==> src/design/hmbd_pkg.sv <==
// shared types and constants for the handheld memory bus decoder
package hmbd_pkg;

	// backing byte store
	localparam int STORE_DEPTH = 524288;
	localparam int SA_W        = $clog2(STORE_DEPTH);
	localparam int IDX_W       = 19;

	// decoupling queue between front and back
	localparam int QUEUE_DEPTH = 2;
	localparam int QPTR_W      = (QUEUE_DEPTH > 1) ? $clog2(QUEUE_DEPTH) : 1;
	localparam int QCNT_W      = $clog2(QUEUE_DEPTH + 1);

	typedef enum logic [1:0] {
		REQ_READ  = 2'd0,
		REQ_WRITE = 2'd1,
		REQ_LOAD  = 2'd2,
		REQ_NONE  = 2'd3
	} req_t;

	typedef enum logic [1:0] {
		MC_MONO  = 2'd0,
		MC_EARLY = 2'd1,
		MC_LATE  = 2'd2,
		MC_NONE  = 2'd3
	} model_t;

	// work handed from the front to the back
	typedef enum logic [1:0] {
		OP_CONST = 2'd0,
		OP_READ  = 2'd1,
		OP_WRITE = 2'd2
	} op_t;

	typedef struct packed {
		op_t             op;
		logic [SA_W-1:0] addr;
		logic [7:0]      data;
	} q_entry_t;

endpackage

==> src/design/hmbd_front.sv <==
// front end: accepts bus transactions, decodes the map, keeps bank and dma latch
module hmbd_front import hmbd_pkg::*; (
	input  logic             clk,
	input  logic             arst_n,
	input  logic             cfg_valid,
	input  logic [1:0]       cfg_data,
	input  logic             in_valid,
	output logic             in_ready,
	input  logic [1:0]       req_type,
	input  logic [15:0]      bus_address,
	input  logic [18:0]      store_index,
	input  logic [7:0]       write_data,
	input  logic             obj_mem_locked,
	input  logic             q_full,
	input  logic             clr_busy,
	output logic             q_push,
	output q_entry_t         q_wentry
);

	localparam logic [15:0] BANK_LO  = 16'h2000;
	localparam logic [15:0] BANK_HI  = 16'h3FFF;
	localparam logic [15:0] WIN_LO   = 16'h4000;
	localparam logic [15:0] WIN_HI   = 16'h7FFF;
	localparam logic [15:0] ECHO_LO  = 16'hE000;
	localparam logic [15:0] ECHO_HI  = 16'hFDFF;
	localparam logic [15:0] ECHO_OFS = 16'h2000;
	localparam logic [15:0] UNUS_LO  = 16'hFEA0;
	localparam logic [15:0] UNUS_HI  = 16'hFEFF;
	localparam logic [15:0] DMA_ADDR = 16'hFF46;

	logic [4:0]       bank_q;
	logic [7:0]       dma_q;
	model_t           model_q;
	logic [IDX_W-1:0] idx;
	logic             store_acc;
	logic             store_rd;
	logic             in_range;
	logic             bank_we;
	logic             dma_we;
	logic [7:0]       unus_val;
	logic             accept;
	logic             in_win, in_echo, in_unus, is_dma, in_bank;

	assign in_ready = !q_full && !clr_busy;
	assign accept   = in_valid && in_ready;
	assign q_push   = accept;

	assign in_win  = (bus_address >= WIN_LO) && (bus_address <= WIN_HI);
	assign in_echo = (bus_address >= ECHO_LO) && (bus_address <= ECHO_HI);
	assign in_unus = (bus_address >= UNUS_LO) && (bus_address <= UNUS_HI);
	assign is_dma  = (bus_address == DMA_ADDR);
	assign in_bank = (bus_address >= BANK_LO) && (bus_address <= BANK_HI);

	always_comb begin
		if (obj_mem_locked) begin
			unus_val = 8'hFF;
		end else begin
			case (model_q)
				MC_MONO:  unus_val = 8'h00;
				MC_EARLY: unus_val = {2'b00, bus_address[5:0]};
				MC_LATE:  unus_val = {bus_address[7:4], bus_address[7:4]};
				default:  unus_val = 8'hFF;
			endcase
		end
	end

	always_comb begin
		idx       = '0;
		store_acc = 1'b0;
		store_rd  = 1'b0;
		bank_we   = 1'b0;
		dma_we    = 1'b0;
		q_wentry  = '{op: OP_CONST, addr: '0, data: 8'h00};
		case (req_t'(req_type))
			REQ_READ: begin
				if (in_win) begin
					idx       = {bank_q, bus_address[13:0]};
					store_acc = 1'b1;
					store_rd  = 1'b1;
				end else if (in_echo) begin
					idx       = IDX_W'(bus_address - ECHO_OFS);
					store_acc = 1'b1;
					store_rd  = 1'b1;
				end else if (in_unus) begin
					q_wentry.data = unus_val;
				end else if (is_dma) begin
					q_wentry.data = dma_q;
				end else begin
					idx       = IDX_W'(bus_address);
					store_acc = 1'b1;
					store_rd  = 1'b1;
				end
			end
			REQ_WRITE: begin
				if (in_bank) begin
					bank_we = 1'b1;
				end else if (bus_address <= WIN_HI) begin
					// rom area writes are dropped
				end else if (in_echo) begin
					idx       = IDX_W'(bus_address - ECHO_OFS);
					store_acc = 1'b1;
				end else if (in_unus) begin
					// unusable area writes are dropped
				end else if (is_dma) begin
					dma_we = 1'b1;
				end else begin
					idx       = IDX_W'(bus_address);
					store_acc = 1'b1;
				end
			end
			REQ_LOAD: begin
				idx       = store_index;
				store_acc = 1'b1;
			end
			default: begin
			end
		endcase

		in_range = 32'(idx) < 32'(STORE_DEPTH);
		if (store_acc) begin
			if (in_range) begin
				q_wentry.op   = store_rd ? OP_READ : OP_WRITE;
				q_wentry.addr = SA_W'(idx);
				q_wentry.data = write_data;
			end else begin
				q_wentry.data = store_rd ? 8'hFF : 8'h00;
			end
		end
	end

	always_ff @(posedge clk or negedge arst_n) begin
		if (!arst_n) begin
			bank_q  <= 5'd1;
			dma_q   <= 8'h00;
			model_q <= MC_MONO;
		end else begin
			if (cfg_valid) begin
				model_q <= model_t'(cfg_data);
			end
			if (accept && bank_we) begin
				bank_q <= write_data[4:0];
			end
			if (accept && dma_we) begin
				dma_q <= write_data;
			end
		end
	end

endmodule

==> config.mk <==
export PLATFORM = sky130hd
export DESIGN_NAME = hmbd_front
export DESIGN_NICKNAME = d
export VERILOG_FILES = /design/src/design/hmbd_pkg.sv /design/src/design/hmbd_front.sv
export SDC_FILE = /design/constraint.sdc
export NUM_CORES = 1
export LEC_CHECK = 0
export ABC_CLOCK_PERIOD_IN_PS = 2160
export BUFFER_PORTS_ARGS = -buffer_cell sky130_fd_sc_hd__buf_2
export CAP_MARGIN = 20
export CORE_AREA = 4 4 67 69
export CTS_CLUSTER_DIAMETER = 80
export DETAILED_ROUTE_END_ITERATION = 16
export DIE_AREA = 0 0 71 73
export GPL_TIMING_DRIVEN = 0
export PLACE_DENSITY_LB_ADDON = 0.12
export RECOVER_POWER = 25
export SYNTH_ARGS = -nofsm -noshare
export SYNTH_HDL_FRONTEND = slang
export SYNTH_SLANG_ARGS = --single-unit
export TNS_END_PERCENT = 5
==> constraint.sdc <==
create_clock -name clk -period 2.16 [get_ports clk]
set_clock_uncertainty 0.05 [all_clocks]
set_input_delay 0.216 -clock clk [delete_from_list [all_inputs] [get_ports clk]]
set_output_delay 0.216 -clock clk [all_outputs]
set_load 0.02 [all_outputs]
# After elaboration in Yosys (flattened, before gate mapping)
# Index checks and enable logic that the tools add are counted.
classes:
  n_addsub: 1
  reduce_logical: 12
  n_eq_ne: 5
  n_mux: 32
  order_cmp: 8
op_table:
  columns: ["operator", "count"]
  rows:
  - ["19-bit two-way mux", 5]
  - ["19-bit case mux with 3 select lines", 1]
  - ["8-bit two-way mux", 6]
  - ["16-bit >= comparator (second input constant)", 2]
  - ["16-bit <= comparator (second input constant)", 2]
  - ["29-bit two-way mux", 1]
  - ["8-bit case mux with 3 select lines", 1]
  - ["16-bit by 14-bit subtractor with 17-bit output (second input constant)", 1]
  - ["16-bit == test (second input constant)", 1]
  - ["16-bit by 14-bit >= comparator with 1-bit output (second input constant)", 1]
  - ["16-bit by 15-bit >= comparator with 1-bit output (second input constant)", 1]
  - ["16-bit by 14-bit <= comparator with 1-bit output (second input constant)", 1]
  - ["16-bit by 15-bit <= comparator with 1-bit output (second input constant)", 1]
  - ["16-bit two-way mux", 1]
  - ["1-bit two-way mux", 15]
  - ["1-bit logical AND", 8]
  - ["2-bit by 1-bit == test with 1-bit output (second input constant)", 2]
  - ["2-bit == test (second input constant)", 2]
  - ["2-bit logical NOT", 2]
  - ["1-bit case mux with 3 select lines", 1]
  - ["1-bit logical NOT", 2]
  - ["2-bit two-way mux", 1]
word_totals:
  output_inout_bits: 31
  regBits: 15
  word_cells: 61
  input_bits: 54

# Longest topological paths before layout
depth:
  depth_word: 8
  depth_mapped: 7
  mapped_depth_nobuf: 6

# Least setup slack after synthesis
# No wires, ideal clock.
synth_timing:
  kind: "input port to flip-flop"
  from: "in clr_busy"
  to: "reg dma_q[0]"
  arrival_ns: 1.871
  path_stages: 4
  slack_ns: 0.115
  setup_ns: 0.125
  path_buffers: 0
  required_ns: 1.985
  cell_sequence: "nor3b_1 -> nand2_1 -> nor4b_4 -> mux2_2"
synth_between:
  elab_chain_cells: 4
synth_rtl:
  columns: ["item", "line", "rtl"]
  rows:
  - ["start, declared", "hmbd_front.sv:15", "input logic clr_busy,"]
  - ["1-bit logical NOT", "hmbd_front.sv:44", "assign in_ready = !q_full && !clr_busy;"]
  - ["1-bit logical AND", "hmbd_front.sv:44", null]
  - ["1-bit logical AND", "hmbd_front.sv:45", "assign accept = in_valid && in_ready;"]
  - ["1-bit logical AND", "hmbd_front.sv:143", "if (accept && dma_we) begin"]
  - ["end signal, assigned", "hmbd_front.sv:144", "dma_q <= write_data;"]
  - ["end, declared", "hmbd_front.sv:32", "logic [7:0] dma_q;"]
# No other way between the ends.
# A chain may end at the register's enable or synchronous reset.

==> results.tsv <==
stage	metric	value	unit
routing	antenna-violating nets left	0	
synthesis	share of async-settable or async-resettable flops after synthesis	100.0	%
finish	share of layout cells above drive strength 1	49.43	%
clock_network	clock tree from TritonCTS	done	
synthesis	number of distinct standard cells referenced by the synthesized netlist	43	
critical_path	Worst Path Arrival	1.90	ns
critical_path	cells along the critical path	clkbuf_1, or2_2, clkbuf_1, o41ai_4, a22o_1, buf_2	
hold_path	number of stages on the worst hold path	2	
critical_path	Crit Reg-Reg Endpoint	model_q[1]	
critical_path	number of cells traversed by the worst register-to-register path	2	
critical_path	element type at the critical path end	output pin	
critical_path	required time at the worst-slack endpoint	1.89	ns
grt	largest net degree at the start of global routing	16	
finish	antenna diode count	0	
synthesis	number of synthesis warnings	0	
routing	routed wire length	4979	um
grt	antenna violations before repair	0	
timing	final critical delay including setup and external delays	2.170	ns
routing	number of vias per cell after detailed routing	5.537	
synthesis	summed instance area of the synthesized netlist	0.001504	mm^2
synthesis	fraction of the yosys area taken by sequential cells	25.04	%
finish	most common cell after layout, fill and taps aside	buf_2	
critical_path	slowest library cell on the worst path	o41ai_4	
hold_path	sink of the worst hold path	model_q[0]	
synthesis	Main synth FF type	dfrtp_1	
pwr	Leakage	1.139	nW
critical_path	CP max FO	10	
die	die height	73	um
grt	vias in the first global route	1686	
timing	final worst-path setup slack	-0.009572	ns
timing	Hold Fails Final Rpt	0	
die	die outline area	0.005183	mm^2
routing	number of DRC markers after the initial detailed-route iteration	95	
place	DP Wirelength	3778	um
die	standard cell core area	0.003914	mm^2
grt	global-route usage over all layers	18.71	%
finish	post-layout instance count excluding filler cells	313	
timing	RSZ-0062 raised after global routing	true	
place	number of cells in the design after placement	300	
timing	max-slew violation total from the final report	0	
clock_network	maximum clock insertion buffer count	2	
routing	DRC viols	0	
finish	commonest cells after routing, fill and taps aside	buf_2, a22o_1, mux2_2	
routing	Wirelength per Cell	15.91	um
timing	highest clock frequency the design can meet	0.4609	GHz
routing	via count	1733	
clock_network	clock-pin slew on the worst setup and hold paths	0.06	ns
run	maximum capacitance violations	0	
critical_path	delay contributed by the slowest stage of the critical path	0.50	ns
status	failing checks	setup timing	
hold_path	worst hold-check path type	in2reg	
timing	Setup TNS Final	-0.01822	ns
finish	fin nets	322	
timing	max-slew headroom at the worst pin	42.68	%
critical_path	kind of start point of the critical path	input pin	
critical_path	start-to-end type of the worst setup path	in2out	
synthesis	mean instance size in the synthesized netlist	8.952	um^2
finish	Layout area overhead	51.91	%
synthesis	net count of the mapped netlist	226	
timing	final worst hold slack	0.1575	ns
pwr	largest vdd supply drop	465.6	uV
place	Port-buffer cells	82	
clock_network	master cell of the clock root buffer	clkbuf_8	
clock_network	clk sink count	15	
timing	pin slew with the least headroom to its limit	0.8598	ns
status	run status	complete, but fails checks	
routing	detailed-routing iteration count for the pre-antenna-repair pass	4	
pwr	Power, Total	910.6	uW
die	I/O pins	85	
die	starting density of the core	38.43	%
critical_path	R2R setup slack	1.07	ns
timing	# setup viols final	3	
synthesis	flops & latches, synth	15	
finish	design area	0.002285	mm^2
hold_path	hold path startpoint	cfg_data[0]	
synthesis	number of enable-type register cells in the synthesized netlist	0	
die	Die Width	71	um
clock_network	CTS Buf Count	3	
place	post-detailed-placement cell area	0.001977	mm^2
place	placer's final routability congestion estimate	0.7452	
clock_network	CTS H-tree lvls	1	
critical_path	library cell appearing most often on the critical path	clkbuf_1	
clock_network	Clk Latency, worst-skew pair	0.25	ns
grt	global route total overflow	0	
grt	wire length of the first global-routing pass	8004	um
critical_path	worst reg2reg startpoint	model_q[1]	
pwr	power per cell area	398.6	mW/mm^2
die	Row Count	23	
timing	final worst path period share	100.4	%
synthesis	Gate Count Post-Synth	168	
-- synthesized netlist by cell type, drive strengths merged (5+ instances only) --
library cell	count	area, um^2
a21oi	9	45.04
a22o	29	254.0
clkbuf	7	26.28
dfrtp	14	350.3
inv	8	30.03
mux2	15	168.9
nand2	12	45.04
nor2	12	45.04
nor4	5	46.29
o21ai	6	30.03
o21bai	6	45.04
-- how the worst max path moves through the flow --
stage                     slack [ns]  cells past startpoint            start            to
after floorplan                 0.11                      4         clr_busy      dma_q[0]
after global placement         -0.48                      8  bus_address[13]   q_wentry[0]
after detailed placement       -0.46                      8  bus_address[13]   q_wentry[2]
after CTS                      -0.03                     10  bus_address[13]  q_wentry[28]
after global routing           -0.11                      6      req_type[0]   q_wentry[3]
final                          -0.01                      6      req_type[0]   q_wentry[0]
-- report_power, final --
group / internal, mW / switching (mW)
clock network: 0.130 / 0.104
registers: 0.298 / 0.00827
logic: 0.161 / 0.209
total: 0.588 / 0.322
-- cells by family (layout without fill, tap and decap cells) --
kind of cell	after synthesis	in the layout	synth area share [%]
mux	16	16	11.90
fa+ha+maj	4	4	3.328
simple gates	49	49	19.55
compound gates	65	65	34.78
flops	15	15	25.04
buf+inv	19	114	5.408
-- critical path: cells and delay by family --
| kind | cells | cell delay [ns] |
|---|---|---|
| buffers and inverters | 3 | 0.60 |
| AOI/OAI and AO/OA | 2 | 0.73 |
| and+or+nand+nor | 1 | 0.35 |
-- through the flow --
stage / util [%] / worst slack, ns
floorplan: - / 0.1145
global placement: 50.51 / -0.4796
detailed placement: 50.51 / -0.4555
CTS: 56.91 / -0.02706
global route: 58.38 / -0.1135
finish: 58.38 / -0.009572
-- state kept, by name, indices dropped and copies added, names as in the netlist --
register	cells
bank_q	5
dma_q	8
model_q	2
-- layer usage --
layer  global-route usage [%]  wire, um  up-vias
met3                    2.893       233        6
li1                         -         -      846
met5                        0         0        -
met2                    31.82      2480       50
met1                    25.25      2219      831
met4                    3.758        46        0
-- cell type report --
| type | instances | area [um^2] |
|---|---|---|
| inverters | 8 | 30.03 |
| clock inverters | 1 | 7.507 |
| fillers | 387 | 1629 |
| clock buffers | 3 | 41.29 |
| repair buffers | 91 | 561.8 |
| plain buffers | 11 | 72.57 |
| flip-flops and latches | 15 | 376.6 |
| well taps | 50 | 62.56 |
| multi-input cells | 134 | 1132 |
-- repair_timing --
action,4_1_cts,5_1_grt
resized for setup,32,13
endpoints found under the setup margin,28,34
setup buffers,4,2
hold buffers,1,0
pin swaps,12,6
hold endpoints to repair,14,0
gates cloned,2,0
Note: power is estimated with default switching activity, not from simulation.
