File: src/design/hmbd_pkg.sv
// shared types and constants for the handheld memory bus decoder
package hmbd_pkg;

	// backing byte store
	localparam int STORE_DEPTH = 524288;
	localparam int SA_W        = $clog2(STORE_DEPTH);
	localparam int IDX_W       = 19;

	// decoupling queue between front and back
	localparam int QUEUE_DEPTH = 2;
	localparam int QPTR_W      = (QUEUE_DEPTH > 1) ? $clog2(QUEUE_DEPTH) : 1;
	localparam int QCNT_W      = $clog2(QUEUE_DEPTH + 1);

	typedef enum logic [1:0] {
		REQ_READ  = 2'd0,
		REQ_WRITE = 2'd1,
		REQ_LOAD  = 2'd2,
		REQ_NONE  = 2'd3
	} req_t;

	typedef enum logic [1:0] {
		MC_MONO  = 2'd0,
		MC_EARLY = 2'd1,
		MC_LATE  = 2'd2,
		MC_NONE  = 2'd3
	} model_t;

	// work handed from the front to the back
	typedef enum logic [1:0] {
		OP_CONST = 2'd0,
		OP_READ  = 2'd1,
		OP_WRITE = 2'd2
	} op_t;

	typedef struct packed {
		op_t             op;
		logic [SA_W-1:0] addr;
		logic [7:0]      data;
	} q_entry_t;

endpackage

File: src/design/hmbd_queue.sv
// short fifo of decoded work between front and back
module hmbd_queue import hmbd_pkg::*; (
	input  logic     clk,
	input  logic     arst_n,
	input  logic     push,
	input  q_entry_t wentry,
	input  logic     pop,
	output q_entry_t rentry,
	output logic     full,
	output logic     empty
);

	q_entry_t            slot_q [QUEUE_DEPTH];
	logic [QPTR_W-1:0]   wptr_q;
	logic [QPTR_W-1:0]   rptr_q;
	logic [QCNT_W-1:0]   cnt_q;

	localparam logic [QPTR_W-1:0] PTR_LAST = QPTR_W'(QUEUE_DEPTH - 1);

	assign full   = (cnt_q == QCNT_W'(QUEUE_DEPTH));
	assign empty  = (cnt_q == '0);
	assign rentry = slot_q[rptr_q];

	always_ff @(posedge clk) begin
		if (push) begin
			slot_q[wptr_q] <= wentry;
		end
	end

	always_ff @(posedge clk or negedge arst_n) begin
		if (!arst_n) begin
			wptr_q <= '0;
			rptr_q <= '0;
			cnt_q  <= '0;
		end else begin
			if (push) begin
				wptr_q <= (wptr_q == PTR_LAST) ? '0 : wptr_q + 1'b1;
			end
			if (pop) begin
				rptr_q <= (rptr_q == PTR_LAST) ? '0 : rptr_q + 1'b1;
			end
			if (push && !pop) begin
				cnt_q <= cnt_q + 1'b1;
			end else if (pop && !push) begin
				cnt_q <= cnt_q - 1'b1;
			end
		end
	end

endmodule

File: config.mk
export PLATFORM = sky130hd
export DESIGN_NAME = hmbd_queue
export DESIGN_NICKNAME = d
export VERILOG_FILES = /design/src/design/hmbd_pkg.sv /design/src/design/hmbd_queue.sv
export SDC_FILE = /design/constraint.sdc
export NUM_CORES = 1
export LEC_CHECK = 0
export BUFFER_PORTS_ARGS = -buffer_cell sky130_fd_sc_hd__clkbuf_2
export CORE_ASPECT_RATIO = 0.7
export CORE_UTILIZATION = 36
export DETAILED_ROUTE_END_ITERATION = 10
export GPL_TIMING_DRIVEN = 0
export HOLD_SLACK_MARGIN = 0.06
export PLACE_DENSITY = 0.72
export SLEW_MARGIN = 20
export SYNTH_ARGS = -nofsm -noshare
export SYNTH_HDL_FRONTEND = slang
export SYNTH_SLANG_ARGS = --single-unit
File: constraint.sdc
create_clock -name clk -period 2.2 [get_ports clk]
set_input_delay 0.11 -clock clk [delete_from_list [all_inputs] [get_ports clk]]
set_output_delay 0.11 -clock clk [all_outputs]
set_load 0.02 [all_outputs]
Word level (Yosys, flattened, before mapping)
Memory sizes are Yosys's and may differ from the RTL's.
Cells that the tools add are included.
{"block": "totals", "register_bits": 4, "latchBits": 0, "ram_bits": 58, "mem_bits_ro": 0, "input_bits": 33, "output_inout_bits": 31, "elab_cells": 21, "n_memories": 1}
{"name": "slot_q", "words": 2, "width": 29, "read_ports": 1, "rd_clocked_by_memory_dff": 0, "write_ports": 1, "line": "hmbd_queue.sv:13", "rtl": "q_entry_t slot_q [QUEUE_DEPTH];"}
{"block": "classes", "add_sub_neg": 4, "multipliers": 0, "div_mod_pow": 0, "order_cmp": 0, "eq_ne": 1, "n_shift": 0, "n_mux": 6, "bitwise": 0, "n_reduce_logical": 6}
{"cell": "$mux 1", "n": 4}
{"cell": "$mux 2", "n": 2}
{"cell": "$add 1x1->1 const B", "n": 2}
{"cell": "$add 2x1->2 const B", "n": 1}
{"cell": "$eq 2x2->1 const B", "n": 1}
{"cell": "$logic_and 1x1->1", "n": 2}
{"cell": "$logic_not 1->1", "n": 2}
{"cell": "$logic_not 2->1", "n": 1}
{"cell": "$reduce_bool 2->1", "n": 1}
{"cell": "$sub 2x1->2 const B", "n": 1}

Depth between registers and ports, before layout
Gate-level depths: netlist (run 1).
{"block": "logic_depth", "depth_word": 4, "depth_mapped": 5, "mapped_depth_nobuf": 5}

Least setup slack after synthesis (run 1)
Ideal clock, no wire load.
{"block": "synth_path", "kind": "register to register", "startpoint": "register wptr_q", "endpoint": "memory slot_q[0][0] (netlist bit) (enable)", "setup_ns": 0.418, "arrival_time_ns": 1.710, "required_ns": 1.782, "slack_ns": 0.072, "stages_incl_launch_ff": 2, "n_path_buf": 0, "period_less_slack_ns": 2.128, "path_cell_list": "dfrtp_1 > nor2b_1"}
{"element": "from (decl)", "line": "hmbd_queue.sv:14", "rtl": "logic [QPTR_W-1:0] wptr_q;"}
{"element": "from (signal assigned)", "line": "hmbd_queue.sv:37", "rtl": "wptr_q <= (wptr_q == PTR_LAST) ? '0 : wptr_q + 1'b1;"}
{"element": "to (decl)", "line": "hmbd_queue.sv:13"}
Straight into the memory's write port.

==> metrics.txt, run 1 <==
Final setup viols 0; synthesized area ~2400 sq um; die area ~7000 sq um; Layout Utilization between 50% and 60%; CTS tree built; switching share of power a little under a third; synth warn 0; RSZ-0062 raised after global routing false; Hold Violations, Final 0; nets@finish 247; HP Class input port to asynchronous set/reset pin; total grt overflow 0; Final Cell Area between 3000 and 4000 sq um; first-pass GRT wire length 6870 um; Die Wd 99.5 um; clock share of power 24.7%; largest net degree at the start of global routing 30; VDD IR-drop max 0.655 mV; Lkg Pwr between 1 and 1.5 nW; cell count after placement ~260; dpl ws slightly above 0.7 ns; Worst-Skew Late Latency about 0.33 ns; CP delay by family, top flip-flops; fillers 517; crit-path max cell delay ~0.4 ns; Starting Density a little under two fifths; DP Area ~2900 sq um; Max-slew headroom 50.3%; Core ar. approximately 6300 sq um; Comb pwr share about 36%; vias in the first global route roughly 1,500; hold_ws 0.111 ns; CP cell instances buf_6, mux2_4, clkbuf_2; critical path type flip-flop to primary output; P_int slightly below 3 mW; Setup Skew about 0.0042 ns; IO buf count between 60 and 70; Post-CTS Setup Bufs 0; overall global routing resource usage 13.8%; Buf/Inv on CP 2; cts bufs inserted 9; max_cap viols 0; synthesized area per cell about 23 sq um; outcome finished clean; WP data required between 2 and 2.5 ns; final worst-path setup slack 0.650 ns; clk root buf clkbuf_8; Reg area between 1500 and 2000 sq um; share of post-route cells with drive strength above 1 about half; drt first pass iters 4; io pins 64; synthesis-to-layout area growth 41.3%; CTS clk-pin slew, worst paths about 0.060 ns; post-synth cell types 11; detailed-route via count 1,310; Worst Reg-to-Reg Cells 1; # rows 24; clk buf depth 2; Net Sw Power roughly 1.3 mW; Least-Margin Pin Slew between 0.7 and 0.8 ns; Max Fclk 645 MHz; Worst setup SP type flip-flop; detailed placement HPWL approximately 2600 um; syn_nets 140; part of the power in registers between 30% and 40%; RR Startpoint wptr_q; Seq/Total Area, Yosys between 70% and 80%; area of the multi-input gates 527 sq um; # diodes 0; drt initial violations 38; total wire length between 4000 and 5000 um; final cycle utilization of the critical path slightly above 70%; Die Y 70.3 um; Power Density 1240 nW/um^2; post-DR wirelength/cell between 10 and 15 um; Detail Route Antenna Nets 0; post-layout min period about 1.6 ns; Gate Count Post-Synth 106; Residual DRC 0; Non-Filler Instances 309; launch point of the worst path rptr_q; CP max stage cell dfrtp_1; Clock Sinks between 60 and 70; htree depth 3; vias per cell approximately 4.2; crit end category primary output; register bit total from synthesis between 60 and 70; instance count on the critical path 3; initial antenna violation count 0; Critical Path Fanout Max 10; Max Slew Vio Count 0; global placement routability congestion about 0.65; crit path DAT 1.44 ns
[state kept, by name, summed over array words and instances (netlist names)]
| signal | cells |
|---|---|
| slot_q | 58 |
| rptr_q | 1 |
| cnt_q | 2 |
| wptr_q | 1 |
[layout make-up]
cell class / instances / share of cell area, %
sequential: 62 / 54.4
timing repair buffer: 96 / 19.6
multi-input combinational: 40 / 15.5
clock buffer: 11 / 3.88
tap: 91 / 3.36
clock inverter: 5 / 2.18
buffer: 3 / 0.997
inverter: 1 / 0.111
[power groups by stage]
stage                     Sequential (mW)  Combinational, mW  Clock [mW]
final                                1.67               1.50        1.04
after global routing                 1.70               1.59        1.12
after CTS                            1.67               1.53        1.07
after detailed placement             1.69               1.48           0
after global placement               1.69               1.42           0
after floorplan                      1.67               1.07           0
[metal layers]
metal  up-vias  global-route usage [%]  routed length, um
met5         -                       0                  0
met4         0                    5.88                 53
met3         7                    6.81                278
met2        51                    22.5               2110
met1       626                    15.2               1870
li1        626                       -                  -
[synthesized netlist by cell type]
master	n	area, sq um
xor2_1	4	35.0
and2_1	1	6.26
buf_6	3	33.8
xnor2_1	1	8.76
ha_1	1	12.5
dfrtp_1	4	100
edfxtp_1	58	1740
nor2_1	2	7.51
nor2b_1	2	12.5
inv_1	1	3.75
mux2_4	29	435
[placed cells by master (no fill, tap or decap)]
cell	n
and2_2	1
buf_16	1
buf_6	3
bufinv_16	2
clkbuf_1	2
clkbuf_2	63
clkbuf_8	9
clkinv_1	1
clkinv_2	2
dfrtp_1	4
dlygate4sd3_1	32
edfxtp_1	58
ha_1	1
inv_1	1
mux2_4	29
nor2_1	2
nor2b_1	1
nor2b_4	1
xnor2_1	1
xor2_1	4
[path summary, 6_finish.rpt]
check,end,slack [ns]
max,rentry[25],0.65
min,cnt_q[0],0.11
max reg2reg,slot_q[1][5],0.74
min reg2reg,cnt_q[1],0.50
max in group asynchronous,rptr_q,1.97
min in group clk,cnt_q[1],0.50
[metrics by stage]
| step | setup TNS [ns] | total power, mW |
|---|---|---|
| 6_report | 0 | 4.21 |
| 5_1_grt | 0 | 4.41 |
| 4_1_cts | 0 | 4.27 |
| 3_5_place_dp | 0 | 3.17 |
| 3_3_place_gp | -19.24 | 3.11 |
| 2_1_floorplan | 0 | 2.74 |
[cell families (layout without fill, tap and decap cells)]
kind of cell,count (synthesis),count (layout),share of synthesized area (%)
muxes,29,29,18.2
buffers and inverters,4,116,1.57
adders and majority gates,1,1,0.522
and+or+nand+nor,5,5,1.10
xor gates and xnor gates,5,5,1.83
DFF,62,62,76.8
[timing repair]
action | 4_1_cts | 5_1_grt
hold buffers | 32 | 0
endpoints found under the hold margin | 64 | 0
gates resized for setup | 0 | 0
No activity file was read; power rests on OpenSTA's default activity.
==> run 2: changes to the inputs <==
clock period = 1.4 ns   (was 2.2 ns; I/O delays follow)
==> run 2 against run 1 <==
Compared with the run above: largest cell class unchanged; highest routed layer unchanged; non-clock buffer count rose by 3; worst setup slack got worse by 0.81 ns; the flow now finishes with violations (setup timing); critical path depth did not move.
==> metrics.txt, run 2 (synthesis gave the netlist of run 1 again) <==
Non-Filler Instances 313 (+1.3%); post-layout min period 1.56 ns; Reg with most FFs slot_q; Comb pwr share 39.8% (+4.2 points); vias per cell 4.23 (-0.22%); Net Sw Power 2.17 mW (+68%); cell count after placement 260 (-0.38%); Max Fclk between 600 and 700 MHz; Residual DRC 0 (unchanged); drt initial violations 34 (-11%); final cycle utilization of the critical path 112%; crit path DAT 1.49 ns (+0.05 ns); # diodes 0 (unchanged); Starting Density 37.8% (unchanged); outcome finished, violations left; Die Y 70.3 um (unchanged); max_cap viols 0 (unchanged); CP cell instances clkbuf_16, mux2_4, buf_6; critical path type flip-flop to primary output; drt first pass iters 4 (unchanged); CP max stage cell dfrtp_2; largest net degree at the start of global routing 30 (unchanged); detailed-route via count 1,324 (+1.1%); Max Slew Vio Count 0 (unchanged); total grt overflow 0 (unchanged); switching share of power 29.6% (-1.2 points); clock share of power 23.7% (-1.0 points); part of the power in registers 36.5% (-3.2 points); Worst setup SP type flip-flop; Detail Route Antenna Nets 0 (unchanged); hold_ws 0.154 ns (+0.0437 ns); CTS clk-pin slew, worst paths 0.06 ns (about the same); fillers 503 (-2.7%); RSZ-0062 raised after global routing true; reg2reg setup slack -0.16 ns (-0.90 ns); P_int 5.17 mW (+77%); Final Cell Area 3620 sq um (+6.7%); vias in the first global route 1,395 (-5.0%); overall global routing resource usage 13.7% (-0.10 points); RR Startpoint wptr_q; total power 7.35 mW (+74%); Least-Margin Pin Slew 0.819 ns (+0.0740 ns); Hold Path Stages 3; Clock Sinks 62 (unchanged); IO buf count 63 (unchanged); HP Class input port to flip-flop; CTS tree built; Die Wd 99.5 um (unchanged); total wire length 4720 um (+9.2%); first-pass GRT wire length 6700 um (-2.5%); Power Density 2030 nW/um^2 (+63%); WP data required 1.33 ns (-0.76 ns); Regs by FF count slot_q (58), cnt_q (2); commonest non-fill, non-tap cell in the layout edfxtp_1; worst reg2reg endpoint slot_q[1][19]; Largest register FFs 58 (unchanged); initial antenna violation count 0 (unchanged); Setup Skew 0.00689 ns (+0.00272 ns); clk root buf clkbuf_8; die area 6990 sq um (unchanged); Worst-Skew Late Latency 0.33 ns (about the same); synthesis-to-layout area growth 50.8%; Worst Reg-to-Reg Cells 1 (unchanged); post-DR wirelength/cell 15.1 um (+7.8%); Core ar. 6340 sq um (unchanged); crit-path max cell delay 0.51 ns (+0.10 ns); clk buf depth 2 (unchanged); Critical Path Fanout Max 5 (-5); htree depth 3 (unchanged); Final setup viols 72 (+72); commonest cells after routing, fill and taps aside 58 x edfxtp_1, 42 x clkbuf_2, 33 x dlygate4sd3_1; Hold Violations, Final 0 (unchanged); cts bufs inserted 9 (unchanged); failing checks setup timing; VDD IR-drop max 0.995 mV (+52%); nets@finish 251 (+1.6%); share of post-route cells with drive strength above 1 52.7% (+1.8 points); Lkg Pwr 1.50 nW (+6.0%); Hold Path End cnt_q[0]; worst hold start push; Max-slew headroom 45.1% (-5.2 points); io pins 64 (unchanged); # rows 24 (unchanged); DP Area 2840 sq um (-0.96%); crit end category primary output; global placement routability congestion 0.685 (+6.1%); final worst-path setup slack -0.163 ns (-0.813 ns); Final TNS setup -10.12 ns (-10.12 ns)
-- run 2: metal layers --
| layer | vias to the layer above | track usage [%] | wire (um) | part of all wire (%) |
|---|---|---|---|---|
| met2 | 51 | 22.5 | 2410 | 51 |
| met5 | - | 0 | 0 | 0 |
| met3 | 4 | 6.31 | 260 | 5.5 |
| li1 | 633 | - | - | - |
| met1 | 636 | 15.2 | 2010 | 43 |
| met4 | 0 | 5.88 | 38 | 0.81 |
-- run 2: worst max-delay path: cells and delay by family (launching register included) --
family / cells / cell delay (ns)
mux: 1 / 0.30
flops: 1 / 0.51
buf+inv: 2 / 0.34
-- run 2: cell type report --
| class | count | area [sq um] | area share, % |
|---|---|---|---|
| buffer | 3 | 60.1 | 1.66 |
| clock buffer | 12 | 155 | 4.29 |
| clock inverter | 4 | 70.1 | 1.94 |
| inverter | 1 | 3.75 | 0.104 |
| multi-input combinational | 41 | 536 | 14.8 |
| sequential | 62 | 1840 | 51.0 |
| tap | 91 | 114 | 3.15 |
| timing repair buffer | 99 | 835 | 23.1 |
-- run 2: through the flow --
| stage | worst slack [ns] | util, % |
|---|---|---|
| finish | -0.163 | 57.1 |
| global route | -0.256 | 57.1 |
| CTS | -0.178 | 53.7 |
| detailed placement | -0.157 | 44.7 |
| global placement | -0.125 | 44.7 |
| floorplan | 0.123 | - |
-- run 2: worst max path at each step --
stage / to / depth (start not counted) / from
CTS: slot_q[0][23] / 1 / wptr_q
finish: rentry[22] / 3 / rptr_q
floorplan: slot_q[0][0] / 1 / wptr_q
detailed placement: slot_q[0][7] / 1 / wptr_q
global route: slot_q[1][19] / 1 / wptr_q
global placement: slot_q[0][7] / 1 / wptr_q
-- run 2: timing repair --
| item | 4_1_cts | 5_1_grt |
|---|---|---|
| cloned | 0 | 3 |
| endpoints found under the hold margin | 64 | 0 |
| pin swaps | 0 | 0 |
| setup buffers | 0 | 1 |
| hold buffers | 33 | 0 |
| resized for setup | 4 | 67 |
| setup endpoints to repair | 87 | 87 |
-- run 2: power by group through the flow --
stage	sequential [mW]	combinational, mW	clock, mW
after global routing	2.72	3.08	1.89
after detailed placement	2.67	2.27	0
after floorplan	2.62	1.69	0
after CTS	2.64	2.38	1.79
final	2.68	2.92	1.74
after global placement	2.64	2.25	0
==> run 3: changes to the inputs <==
MAX_ROUTING_LAYER = met4   (was unset)
TNS_END_PERCENT = 20   (was unset)
==> run 3 against run 2 <==
Compared with the run above: the flow still finishes with violations (setup timing); critical path type is now flip-flop to flip-flop; largest cell class unchanged; worst setup slack better by 0.030 ns; cell count fell by 0.96%; critical path depth fell by 2; clock-buffer cell count shrank 2.
==> metrics.txt, run 3 (synthesis gave the netlist of run 1 again) <==
synthesis-to-layout area growth 39.9%; Regs by FF count slot_q (58), cnt_q (2); detailed-route via count 1,296 (-2.1%); max_cap viols 0 (unchanged); CP max stage cell nor2b_2; largest net degree at the start of global routing 30 (unchanged); part of the power in registers 41.3% (+4.8 points); Net Sw Power 2.02 mW (-7.1%); Post-CTS Setup Bufs 0 (unchanged); Worst setup SP type flip-flop; Setup Skew 0.00510 ns (-0.00179 ns); overall global routing resource usage 12.7% (-0.96 points); commonest non-fill, non-tap cell in the layout clkbuf_2; final cycle utilization of the critical path 110% (-2.2 points); vias per cell 4.18 (-1.2%); Max-slew headroom 42.8% (-2.4 points); Largest register FFs 58 (unchanged); switching share of power 31.7% (+2.1 points); Worst-Skew Late Latency 0.33 ns (about the same); post-DR wirelength/cell 13.3 um (-11%); post_cts resized 0 (-4); Hold Violations, Final 0 (unchanged); area of the multi-input gates 536 sq um (unchanged); global placement routability congestion 0.646 (-5.6%); crit end category flip-flop; Detail Route Antenna Nets 0 (unchanged); cts bufs inserted 9 (unchanged); # diodes 0 (unchanged); post-layout min period 1.53 ns (-0.0301 ns); share of post-route cells with drive strength above 1 50.7% (-2.0 points); CP cell instances nor2b_2; cell count after placement 260 (unchanged); Non-Filler Instances 310 (-0.96%); drt first pass iters 4 (unchanged); clk root buf clkbuf_8; DP Area 2840 sq um (unchanged); Max Slew Vio Count 0 (unchanged); Final Cell Area 3350 sq um (-7.2%); detailed placement HPWL approximately 2400 um; Lkg Pwr 1.40 nW (-6.7%); io pins 64 (unchanged); crit path DAT 1.49 ns (about the same); fillers 527 (+4.8%); WP data required 1.35 ns (+0.02 ns); htree depth 3 (unchanged); failing checks setup timing; Comb pwr share 36.4% (-3.4 points); Least-Margin Pin Slew 0.855 ns (+0.0353 ns); VDD IR-drop max 0.940 mV (-5.6%); die area 6990 sq um (unchanged); critical path type flip-flop to flip-flop; Final TNS setup -7.58 ns (+2.54 ns); Critical Path Fanout Max 14 (+9); vias in the first global route 1,357 (-2.7%); outcome finished, violations left; total wire length 4140 um (-12%); nets@finish 248 (-1.2%); Clock Sinks 62 (unchanged); RSZ-0062 raised after global routing true; Residual DRC 0 (unchanged); P_int 4.36 mW (-16%); commonest cells after routing, fill and taps aside 63 x clkbuf_2, 58 x edfxtp_1, 33 x dlygate4sd3_1; Max Fclk 652 MHz (+2.0%); Power Density 1900 nW/um^2 (-6.4%); Die Y 70.3 um (unchanged); IO buf count 63 (unchanged); clk buf depth 2 (unchanged); Starting Density 37.8% (unchanged); CTS tree built; hold_ws 0.177 ns (+0.0226 ns); HP Class input port to flip-flop; # rows 24 (unchanged); Reg with most FFs slot_q; Final setup viols 72 (unchanged); Core ar. 6340 sq um (unchanged); CTS clk-pin slew, worst paths 0.06 ns (about the same); drt initial violations 41 (+21%); Buf/Inv on CP 0 (-2); initial antenna violation count 0 (unchanged); first-pass GRT wire length 6040 um (-9.8%); total grt overflow 0 (unchanged); dpl ws -0.145 ns (+0.0119 ns); crit-path max cell delay 0.71 ns (+0.20 ns); Die Wd 99.5 um (unchanged); final worst-path setup slack -0.133 ns (+0.0301 ns); clock share of power 22.4% (-1.3 points); Reg area 1840 sq um (about the same); CP delay by family, top simple AND/OR/NAND/NOR gates
[run 3: changes by cell type in the layout (fill, tap and decap cells not counted), sizes merged]
cell | before | now
buf | 25 | 3
bufinv | 2 | 1
clkbuf | 56 | 73
clkinv | 2 | 5
[run 3: cell type report]
type                            instances  area share (%)
Timing Repair Buffer                   96            19.2
Multi-Input combinational cell         41            16.0
Sequential cell                        62            54.9
Clock inverter                          6            1.57
Inverter                                1           0.112
Tap cell                               91            3.39
Buffer                                  3            1.01
Clock buffer                           10            3.80
[run 3: worst paths after layout]
path,startpoint,slack (ns),endpoint,cells after the start
worst max-delay path,wptr_q,-0.13,slot_q[0][21],1
worst min-delay path,push,0.18,cnt_q[0],3
worst max register to register,wptr_q,-0.13,slot_q[0][21],1
worst min register to register,cnt_q[1],0.49,cnt_q[1],1
max in group asynchronous,arst_n,0.59,wptr_q,3
min in group asynchronous,arst_n,0.64,cnt_q[1],3
[run 3: metal layers]
metal	vias up	part of all wire, %	track usage (%)
met3	3	7.0	7.71
met1	622	44	12.8
met4	0	0.77	3.92
li1	622	-	-
met2	49	49	20.6
met5	-	0	-
[run 3: repair_timing]
action | 4_1_cts | 5_1_grt
hold buffers | 33 | 0
endpoints found under the hold margin | 64 | 0
setup endpoints to repair | 87 | 87
cloned | 0 | 1
[run 3: power by group through the flow]
stage	sequential, mW	combinational (mW)	clock, mW
CTS	2.63	2.35	1.48
global placement	2.64	2.25	0
global route	2.67	2.48	1.55
floorplan	2.63	1.68	0
detailed placement	2.66	2.26	0
finish	2.63	2.32	1.43
[run 3: per-stage QoR]
| stage | power (mW) | utilization [%] |
|---|---|---|
| after floorplan | 4.31 | - |
| after global placement | 4.89 | 44.7 |
| after detailed placement | 4.93 | 44.7 |
| after CTS | 6.45 | 52.8 |
| after global routing | 6.69 | 52.9 |
| final | 6.38 | 52.9 |
